### config.mk
export PLATFORM = sky130hd
export DESIGN_NAME = rotary_encoder_button_events_top
export DESIGN_NICKNAME = d
export VERILOG_FILES = /design/src/rtl/core/reb_pkg.sv /design/src/rtl/core/reb_step.sv /design/src/rtl/core/rotary_encoder_button_events_top.sv
export SDC_FILE = /design/constraint.sdc
export NUM_CORES = 1
export LEC_CHECK = 0
export BUFFER_PORTS_ARGS = -buffer_cell sky130_fd_sc_hd__buf_4
export CELL_PAD_IN_SITES_DETAIL_PLACEMENT = 1
export CELL_PAD_IN_SITES_GLOBAL_PLACEMENT = 1
export CORE_MARGIN = 2
export CORE_UTILIZATION = 35
export DETAILED_ROUTE_END_ITERATION = 10
export PLACE_DENSITY_LB_ADDON = 0.1
export SYNTH_ARGS = -nofsm -noshare
export SYNTH_HDL_FRONTEND = slang
export SYNTH_SLANG_ARGS = --single-unit
### constraint.sdc
create_clock -name clk_i -period 10.2 [get_ports clk_i]
set_input_delay 0.51 -clock clk_i [delete_from_list [all_inputs] [get_ports clk_i]]
set_output_delay 0.51 -clock clk_i [all_outputs]
set_load 0.05 [all_outputs]
### src/rtl/core/reb_pkg.sv
// Package for the rotary encoder button event block: codes, state and
// register types, and the quadrature direction function. No dependencies.
package reb_pkg;

  typedef enum logic [1:0] {
    ACT_SAMPLE = 2'd0,
    ACT_GET    = 2'd1,
    ACT_CLEAR  = 2'd2,
    ACT_INIT   = 2'd3
  } action_e;

  typedef enum logic [2:0] {
    EV_NONE   = 3'd0,
    EV_RIGHT  = 3'd1,
    EV_LEFT   = 3'd2,
    EV_SHORT  = 3'd3,
    EV_MEDIUM = 3'd4,
    EV_LONG   = 3'd5
  } event_e;

  typedef enum logic [2:0] {
    REG_DIR_REVERSED = 3'd0,
    REG_SHORT_MS     = 3'd1,
    REG_MEDIUM_MS    = 3'd2,
    REG_LONG_MS      = 3'd3
  } reg_idx_e;

  localparam int unsigned CfgIdxW  = 3;
  localparam int unsigned CfgDataW = 16;
  localparam int unsigned TimeW    = 32;

  localparam logic [CfgDataW-1:0] ShortMsRst  = 16'd50;
  localparam logic [CfgDataW-1:0] MediumMsRst = 16'd800;
  localparam logic [CfgDataW-1:0] LongMsRst   = 16'd2000;
  localparam logic [1:0]          QuadRst     = 2'b11;

  typedef struct packed {
    logic                dir_reversed;
    logic [CfgDataW-1:0] short_ms;
    logic [CfgDataW-1:0] medium_ms;
    logic [CfgDataW-1:0] long_ms;
  } cfg_t;

  typedef struct packed {
    logic [1:0]        last_quad;
    logic signed [3:0] step_count;
    event_e            pending_event;
    logic              button_held;
    logic              long_reported;
    logic [TimeW-1:0]  press_start;
  } state_t;

  // Forward Gray sequence 00 -> 01 -> 11 -> 10 -> 00.
  function automatic logic forward_move(logic [1:0] from, logic [1:0] to);
    logic fwd;
    fwd = ((from == 2'b00) && (to == 2'b01)) || ((from == 2'b01) && (to == 2'b11)) ||
          ((from == 2'b11) && (to == 2'b10)) || ((from == 2'b10) && (to == 2'b00));
    return fwd;
  endfunction

endpackage

### src/rtl/core/reb_step.sv
// Next-state and result logic for one request of the encoder event block.
// Depends on reb_pkg.
module reb_step import reb_pkg::*; (
  input  state_t           state_i,
  input  cfg_t             cfg_i,
  input  action_e          action_i,
  input  logic [1:0]       quad_i,
  input  logic             pressed_i,
  input  logic [TimeW-1:0] now_ms_i,
  output state_t           state_o,
  output event_e           result_o
);

  logic signed [3:0] step_sum;
  logic [TimeW-1:0]  held;

  assign step_sum = state_i.step_count + (forward_move(state_i.last_quad, quad_i) ?
                                          4'sd1 : -4'sd1);
  assign held     = now_ms_i - state_i.press_start;

  always_comb begin
    state_o  = state_i;
    result_o = EV_NONE;
    unique case (action_i)
      ACT_SAMPLE: begin
        // Pins first.
        if (quad_i != state_i.last_quad) begin
          state_o.last_quad  = quad_i;
          state_o.step_count = step_sum;
          if (step_sum == 4'sd4) begin
            state_o.step_count = 4'sd0;
            if (state_o.pending_event == EV_NONE) begin
              state_o.pending_event = cfg_i.dir_reversed ? EV_LEFT : EV_RIGHT;
            end
          end else if (step_sum == -4'sd4) begin
            state_o.step_count = 4'sd0;
            if (state_o.pending_event == EV_NONE) begin
              state_o.pending_event = cfg_i.dir_reversed ? EV_RIGHT : EV_LEFT;
            end
          end
        end
        // Then the button.
        if (pressed_i && !state_i.button_held) begin
          state_o.button_held   = 1'b1;
          state_o.long_reported = 1'b0;
          state_o.press_start   = now_ms_i;
        end else if (pressed_i && !state_i.long_reported) begin
          if (held >= {16'd0, cfg_i.long_ms}) begin
            state_o.pending_event = EV_LONG;
            state_o.long_reported = 1'b1;
          end
        end else if (!pressed_i && state_i.button_held) begin
          if (!state_i.long_reported && (state_o.pending_event == EV_NONE)) begin
            if (held >= {16'd0, cfg_i.medium_ms}) begin
              state_o.pending_event = EV_MEDIUM;
            end else if (held >= {16'd0, cfg_i.short_ms}) begin
              state_o.pending_event = EV_SHORT;
            end
          end
          state_o.button_held   = 1'b0;
          state_o.long_reported = 1'b0;
        end
      end
      ACT_GET: begin
        result_o              = state_i.pending_event;
        state_o.pending_event = EV_NONE;
      end
      ACT_CLEAR: begin
        state_o.pending_event = EV_NONE;
      end
      ACT_INIT: begin
        state_o.last_quad     = quad_i;
        state_o.pending_event = EV_NONE;
      end
    endcase
  end

endmodule

### src/rtl/core/rotary_encoder_button_events_top.sv
// Rotary encoder and push button event decoder. Throughput is one request per
// clock cycle while the result side does not stall. A request is held in the
// input register while the state update is worked out, and then loads the
// result register.
// Each request carries an action: sample the pins and button, get the pending
// event (which also empties the slot), clear the slot, or capture the pins as
// the new reference. Every request yields exactly one result; it is the pending
// event for a get and zero otherwise. Rotation counts Gray steps and fires every
// fourth net step; presses are timed from now_ms_i, taken modulo 2^32. All
// events share a single slot: a long press overwrites it, everything else is
// dropped when it is full. The output register holds a stalled result while the
// input register keeps taking requests until both are full; in_stall_o then
// follows out_stall_i. Configuration writes are always ready and should only be
// issued while no request is in flight. Depends on reb_pkg and reb_step.
module rotary_encoder_button_events_top import reb_pkg::*; (
  input  logic                clk_i,
  input  logic                rst_ni,
  // request channel
  input  logic                in_valid_i,
  output logic                in_stall_o,
  input  logic [1:0]          action_i,
  input  logic                pin_a_i,
  input  logic                pin_b_i,
  input  logic                button_low_i,
  input  logic [TimeW-1:0]    now_ms_i,
  // result channel
  output logic                out_valid_o,
  input  logic                out_stall_i,
  output logic [2:0]          event_res_o,
  // configuration write channel
  input  logic                cfg_valid_i,
  output logic                cfg_ready_o,
  input  logic [CfgIdxW-1:0]  cfg_index_i,
  input  logic [CfgDataW-1:0] cfg_data_i
);

  // Input register.
  logic             in_vld_q;
  logic [1:0]       action_q;
  logic [1:0]       quad_q;
  logic             pressed_q;
  logic [TimeW-1:0] now_q;

  // Result register.
  logic             out_vld_q;
  event_e           res_q;

  cfg_t             cfg_q, cfg_d;
  state_t           state_q, state_d;
  event_e           res_d;

  logic             advance;
  logic             in_take;

  // Advance when the result register is empty or being drained.
  assign advance     = !out_vld_q || !out_stall_i;
  assign in_stall_o  = in_vld_q && !advance;
  assign in_take     = !in_stall_o;
  assign cfg_ready_o = 1'b1;

  always_ff @(posedge clk_i or negedge rst_ni) begin
    if (!rst_ni) begin
      in_vld_q <= 1'b0;
    end else if (in_take) begin
      in_vld_q <= in_valid_i;
    end
  end

  // Payload only; no reset needed.
  always_ff @(posedge clk_i) begin
    if (in_take && in_valid_i) begin
      action_q  <= action_i;
      quad_q    <= {pin_a_i, pin_b_i};
      pressed_q <= button_low_i;
      now_q     <= now_ms_i;
    end
  end

  reb_step u_step (
    .state_i   (state_q),
    .cfg_i     (cfg_q),
    .action_i  (action_e'(action_q)),
    .quad_i    (quad_q),
    .pressed_i (pressed_q),
    .now_ms_i  (now_q),
    .state_o   (state_d),
    .result_o  (res_d)
  );

  // Commit the state update only when the request moves to the result register.
  always_ff @(posedge clk_i or negedge rst_ni) begin
    if (!rst_ni) begin
      state_q.last_quad     <= QuadRst;
      state_q.step_count    <= 4'sd0;
      state_q.pending_event <= EV_NONE;
      state_q.button_held   <= 1'b0;
      state_q.long_reported <= 1'b0;
      state_q.press_start   <= '0;
      out_vld_q             <= 1'b0;
    end else if (advance) begin
      out_vld_q <= in_vld_q;
      if (in_vld_q) begin
        state_q <= state_d;
      end
    end
  end

  always_ff @(posedge clk_i) begin
    if (advance && in_vld_q) begin
      res_q <= res_d;
    end
  end

  assign out_valid_o = out_vld_q;
  assign event_res_o = res_q;

  // Register writes; an index beyond the list is dropped.
  always_comb begin
    cfg_d = cfg_q;
    if (cfg_valid_i && cfg_ready_o) begin
      unique case (cfg_index_i)
        REG_DIR_REVERSED: cfg_d.dir_reversed = cfg_data_i[0];
        REG_SHORT_MS:     cfg_d.short_ms     = cfg_data_i;
        REG_MEDIUM_MS:    cfg_d.medium_ms    = cfg_data_i;
        REG_LONG_MS:      cfg_d.long_ms      = cfg_data_i;
        default:          cfg_d              = cfg_q;
      endcase
    end
  end

  always_ff @(posedge clk_i or negedge rst_ni) begin
    if (!rst_ni) begin
      cfg_q.dir_reversed <= 1'b0;
      cfg_q.short_ms     <= ShortMsRst;
      cfg_q.medium_ms    <= MediumMsRst;
      cfg_q.long_ms      <= LongMsRst;
    end else begin
      cfg_q <= cfg_d;
    end
  end

endmodule

==> out/metrics.cfg, run 1 <==
[yosys]
seq_area_frac_synth = 0.4290
synth.net_count = 954
synth-seq-cells = 134
synth_top_area_frac = 0.2405
syn_area_um2 = 8323
avgSynthCellArea_um2 = 10.31
yosys_warnings = 0
ys_types = 71
yosysMostFrequentCell = inv_1
synth_area_leader_cell = dfrtp_1
synth-edff-count = 40
async_flop_share = 0.7015
synthFlopType = dfrtp_1
synth_cells = 807
yosys-top-cells-area = dfrtp_1 24%, edfxtp_1 14%, ha_1 13%
synth_commonest_cells = 86 x inv_1, 84 x ha_1, 80 x dfrtp_1, 74 x nand2_1

[global_route]
gr-total-overflow = 0
antenna_found_initial = 0
grt_first_pass_wirelength_um = 34310
grt_max_degree = 66
grt_pass1_vias = 6568
track_usage = 0.1752

[critical_path]
crit_fanout = 5
slowest_delay_ns = 0.42
arrival_ns = 4.28
crit_path_cell_trace = ha_1 > fa_1 > and2b_1 > o2111ai_2 > a21oi_1 > nor2_1 > o21ai_0 > xor2_1 > ha_1 > a21o_1 > a211oi_1 > o21ai_0 > a21oi_1 > a21oi_1 > nor2b_1 > o41ai_1
crit_required_ns = 10.49
end_kind = flop
start_kind = flop
cp_slowest_cell = fa_1
cpMostUsedCell = a21oi_1
critical_path_class = reg2reg

[layout]
antenna_cells = 0
layout-drive-gt1-share = 0.2157
fin_nets = 1015
seqCellArea_um2 = 3571
fin_area_um2 = 9749
multiInputGateArea_um2 = 4322
synthToLayoutAreaGrowth_pct = 17.14
final_core_util = 0.4166
fill_cells = 2631

[job]
drv_cap = 0

[die]
die_y_um = 158.2
die_area_um2 = 25030
top_level_ports = 67
placementRows = 56
initial_core_util = 0.3556
dieWidth_um = 158.2
coreArea_um2 = 23400

[min_path]
hold_class = in2async

[cts]
cts_buffers = 17
clk_pin_slew_ns = 0.06
clockBufferDepth = 2
h-tree-depth = 4
post_cts_buffers = 0
cts-root-buf = clkbuf_16
post_cts_resized = 0
clk_latency_ns = 0.43
cts_tree = yes
holdBufCountCts = 0
cts_sinks = 134

[timing]
hold_viol_final = 0
setup_violations = 0
finalCritPeriodShare = 0.3918
rsz0062_at_grt = false
totalNegativeSetupSlack_ns = 0
worst_pin_slew_ns = 1.146
relSlewSlack = 0.2317
max_freq_mhz = 250.2
min_period_ns = 3.996
timing.final.max_slew_violations = 0
skew_ns = 0.008599

[power]
seq_power_share = 0.250
max-vdd-ir-drop_uv = 97.04
cellLeakagePower_nw = 4.335
sw_frac_of_total = 0.4108
p_switching_mw = 1.255
pwr-share-comb = 0.534
p_per_area_nw_per_um2 = 313.3
cellInternalPower_mw = 1.800
p_clk_frac = 0.216

[drt]
via_count = 6135
routedWlPerCell_um = 17.11
vias_per_cell = 5.113
drtAntennaViolNets = 0
drc = 0
dr.first_iter.drc_count = 199
wl_um = 20530
dr.pass1.iters = 4

[placed_design]
gp_congestion = 0.8136
placed_area_um2 = 9136
dp_hpwl_um = 15740
io_buffers = 65

[run_status]
status = finished clean

-- cell families (layout without fill, tap and decap cells) --
kind of cell             count (synthesis)  after routing  share of synthesized area
multiplexers                            56             56                    0.07547
XOR/XNOR                                32             32                    0.03367
adder cells (fa/ha/maj)                 86             86                     0.1311
other                                    1              1                  0.0004506
AO/OA/AOI/OAI                          202            202                     0.1622
flip-flops                             134            134                     0.4290
AND/OR/NAND/NOR                        182            182                     0.1126
buffers and inverters                  114            188                    0.05547
-- power by group through the flow --
stage	combinational, mW	sequential (mW)	clock [mW]
2_1_floorplan	1.22	0.755	0
3_3_place_gp	1.58	0.763	0
3_5_place_dp	1.64	0.774	0
4_1_cts	1.66	0.765	0.678
5_1_grt	1.86	0.781	0.697
6_report	1.63	0.762	0.661
-- per-layer routing --
layer	GRT usage	vias up	share of wire
met5	0	-	0
met4	0.05877	0	0.018
met3	0.02655	27	0.024
met2	0.2878	81	0.47
met1	0.2364	3031	0.48
li1	-	2996	-
-- flip-flops by register name (all words and copies together) (netlist names) --
| signal | count |
|---|---|
| in_vld_q | 1 |
| pressed_q | 1 |
| action_q | 2 |
| out_valid_o | 1 |
| event_res_o | 3 |
| state_q | 43 |
| quad_q | 2 |
| cfg_q | 49 |
| now_q | 32 |
-- metrics by stage --
stage | worst slack, ns | total power [mW] | instances | hold slack, ns
finish | 6.204 | 3.055 | 1200 | 0.008504
CTS | 6.138 | 3.099 | 1200 | 0.01887
floorplan | 6.798 | 1.975 | 807 | 0.2144
global route | 5.835 | 3.340 | 1200 | 0.03626
global placement | 6.278 | 2.344 | 1168 | 0.4676
detailed placement | 6.179 | 2.414 | 1168 | 0.4770
-- placed cells by master, fill, tap and decap left out, types with 5 or more instances in the layout --
| master | synthesis | layout |
|---|---|---|
| a211oi_1 | 5 | 5 |
| nor2_1 | 20 | 20 |
| nand3_1 | 13 | 13 |
| o21ai_1 | 6 | 6 |
| inv_1 | 86 | 86 |
| dfstp_2 | 14 | 14 |
| clkbuf_16 | 0 | 17 |
| a2111oi_0 | 5 | 5 |
| buf_4 | 2 | 69 |
| o21ai_0 | 53 | 53 |
| xnor2_1 | 24 | 24 |
| edfxtp_1 | 40 | 40 |
| o211ai_1 | 7 | 7 |
| o21a_1 | 14 | 14 |
| nor3_1 | 9 | 9 |
| and2_1 | 7 | 6 |
| a21oi_1 | 42 | 42 |
| xor2_1 | 8 | 8 |
| ha_1 | 84 | 84 |
| a31oi_1 | 8 | 8 |
| a21o_1 | 27 | 27 |
| nand4_1 | 14 | 14 |
| nand2b_1 | 10 | 10 |
| nand2_1 | 74 | 74 |
| nor2b_1 | 8 | 8 |
| dfrtp_1 | 80 | 80 |
| or3_1 | 7 | 7 |
| mux2_2 | 53 | 53 |
-- critical path: cells and delay by family, from the launching register on --
kind                       cells  cell delay [ns]
xor gates and xnor gates       1             0.40
DFF                            1             0.38
and+or+nand+nor                3             0.53
AOI/OAI and AO/OA              9             1.60
adders and majority gates      3             0.96
-- area by class of cell --
type | count | area share
multi-input cells | 559 | 0.4433
repair buffers | 69 | 0.05313
clock inverters | 13 | 0.01848
well taps | 319 | 0.04094
clock buffers | 19 | 0.04440
flip-flops and latches | 134 | 0.3663
inverters | 87 | 0.03350
-- path summary, 6_finish.rpt --
path,from,cells after the start,slack [ns],end
setup reg to reg,state_q[0],16,6.20,state_q[36]
setup / recovery,state_q[0],16,6.20,state_q[36]
hold reg to reg,state_q[0],2,0.49,state_q[0]
min in group clk_i,now_ms_i[19],1,0.25,now_q[19]
hold / removal,rst_ni,1,0.009,state_q[7]
max in group asynchronous,rst_ni,2,8.97,state_q[36]
(Power assumes the default switching activity.)
==> run 2: changes to the inputs <==
Settings changed: ABC_AREA set to 1.
Clock period 10.2 ns to 3.8 ns, I/O delays scaled along.
==> out/metrics.cfg, run 2 <==
[yosys]
synth_top_area_frac = 0.2252
synth_area_leader_cell = dfrtp_1
synth_cells = 1204
yosysMostFrequentCell = nand2_1
synthFlopType = dfrtp_1
synth-edff-count = 40
yosys_warnings = 0
async_flop_share = 0.7015
synth.net_count = 1351
synth-seq-cells = 134
synth_commonest_cells = 362 x nand2_1, 251 x inv_1, 93 x nor2_1, 84 x ha_1, 80 x dfrtp_1
yosys-top-cells-area = dfrtp_1 23%, nand2_1 15%, edfxtp_1 14%
avgSynthCellArea_um2 = 7.385
seq_area_frac_synth = 0.4016
ys_types = 36
syn_area_um2 = 8891

[die]
placementRows = 58
die_area_um2 = 26690
initial_core_util = 0.3551
top_level_ports = 67
dieWidth_um = 163.4
coreArea_um2 = 25040
die_y_um = 163.4

[critical_path]
r2r_end = state_q[36]
rrSetupSlack_ns = 0.35
start_kind = flop
critical_path_class = reg2reg
r2r_start = now_q[12]
end_kind = flop
r2r_cells = 17
crit_required_ns = 4.11
arrival_ns = 3.76
crit_fanout = 4

[layout]
antenna_cells = 0
layout-drive-gt1-share = 0.1032
reg_top3 = cfg_q: 49 flops, state_q: 43 flops, now_q: 32 flops
final_cell_mix = 361 x nand2_1, 250 x inv_1, 93 x nor2_1, 84 x ha_1, 80 x dfrtp_1
final_core_util = 0.4276
fin_cells = 1658
largest_register_ffs = 49
fin_nets = 1462
synthToLayoutAreaGrowth_pct = 20.42
fin_area_um2 = 10710
fill_cells = 3118
largest-register = cfg_q
layout_commonest_cell = nand2_1

[drt]
dr.first_iter.drc_count = 283
via_count = 7591
drtAntennaViolNets = 0
drc = 0
wl_um = 24410
vias_per_cell = 4.578
dr.pass1.iters = 5
routedWlPerCell_um = 14.72

[global_route]
grt_pass1_vias = 7949
grt_first_pass_wirelength_um = 40700
gr-total-overflow = 0
grt_max_degree = 74
antenna_found_initial = 0
track_usage = 0.1953

[timing]
timing.final.max_slew_violations = 0
max_freq_mhz = 290.0
hold_viol_final = 0
worst_pin_slew_ns = 1.102
setup_violations = 0
relSlewSlack = 0.2636
totalNegativeSetupSlack_ns = 0
fin_ws_ns = 0.3515
whs_ns = 0.01899
skew_ns = 0.01550
min_period_ns = 3.449
finalCritPeriodShare = 0.9075
rsz0062_at_grt = false

[power]
cellLeakagePower_nw = 5.709
max-vdd-ir-drop_uv = 304.9
p_per_area_nw_per_um2 = 811.1
power_mw = 8.684

[cts]
h-tree-depth = 4
clockBufferDepth = 2
cts_tree = yes
clk_latency_ns = 0.44
post_cts_resized = 0
cts_buffers = 17
cts-root-buf = clkbuf_16
cts_sinks = 134
clk_pin_slew_ns = 0.07

[placed_design]
dp.cells = 1587
dp_hpwl_um = 18920
placed_area_um2 = 9764
gp_congestion = 0.8391
post-place-ws_ns = 0.4011
io_buffers = 65

[min_path]
min_to = out_valid_o
hold_start = out_stall_i
whs_path_depth = 3
hold_class = in2reg

[run_status]
status = finished clean

[job]
drv_cap = 0

-- run 2: cell families after synthesis --
group | after synthesis | synth area share
buffers and inverters | 269 | 0.1140
adders and majority gates | 86 | 0.1227
muxes | 1 | 0.001266
AOI/OAI and AO/OA | 147 | 0.08725
xor gates and xnor gates | 25 | 0.02463
DFF | 134 | 0.4016
other | 1 | 0.0004218
and+or+nand+nor | 541 | 0.2481
-- run 2: routing by layer --
metal	track usage	share of wire	vias up
li1	-	-	3959
met1	0.2718	0.51	3536
met2	0.3216	0.46	82
met3	0.02768	0.026	14
met4	0.04425	0.012	0
met5	0	0	-
-- run 2: worst max-delay path by stage --
| stage | cells past startpoint | end | start | slack [ns] |
|---|---|---|---|---|
| after floorplan | 23 | state_q[34] | now_q[2] | 1.18 |
| after global placement | 17 | state_q[36] | now_q[12] | 0.33 |
| after detailed placement | 17 | state_q[36] | now_q[12] | 0.40 |
| after CTS | 18 | state_q[34] | now_q[12] | 0.35 |
| after global routing | 19 | state_q[36] | now_q[2] | 0.05 |
| final | 17 | state_q[36] | now_q[12] | 0.35 |
-- run 2: layout make-up --
cell class | instances | area, µm² | area share
clock buffers | 18 | 439.2 | 0.04102
clock inverters | 14 | 112.6 | 0.01052
inverters | 252 | 945.9 | 0.08835
multi-input cells | 801 | 4309 | 0.4025
flip-flops and latches | 134 | 3571 | 0.3335
well taps | 330 | 412.9 | 0.03856
repair buffers | 109 | 915.9 | 0.08554
-- run 2: worst max-delay path, stage by stage, from the launching register on --
cell	delay, ns
edfxtp_1	0.40
ha_1	0.40
nand2_1	0.16
inv_1	0.06
a21oi_1	0.24
nand2_1	0.16
inv_1	0.08
nand2_1	0.13
xor2_1	0.50
ha_1	0.35
a21oi_1	0.15
nor2_1	0.05
a211oi_1	0.18
nand2_1	0.13
o21ai_1	0.18
nand2_1	0.07
nand3_1	0.07
nand2_1	0.05
-- run 2: power by group --
part	internal [mW]	switching [mW]	leakage [nW]
sequential	1.87	0.166	1.48
clock	0.871	0.734	0.272
combinational	1.81	3.23	3.96
-- run 2: repair_timing --
action                    CTS  global route
buffers inserted            0             0
hold endpoints to repair   93             0
hold buffers               39             0
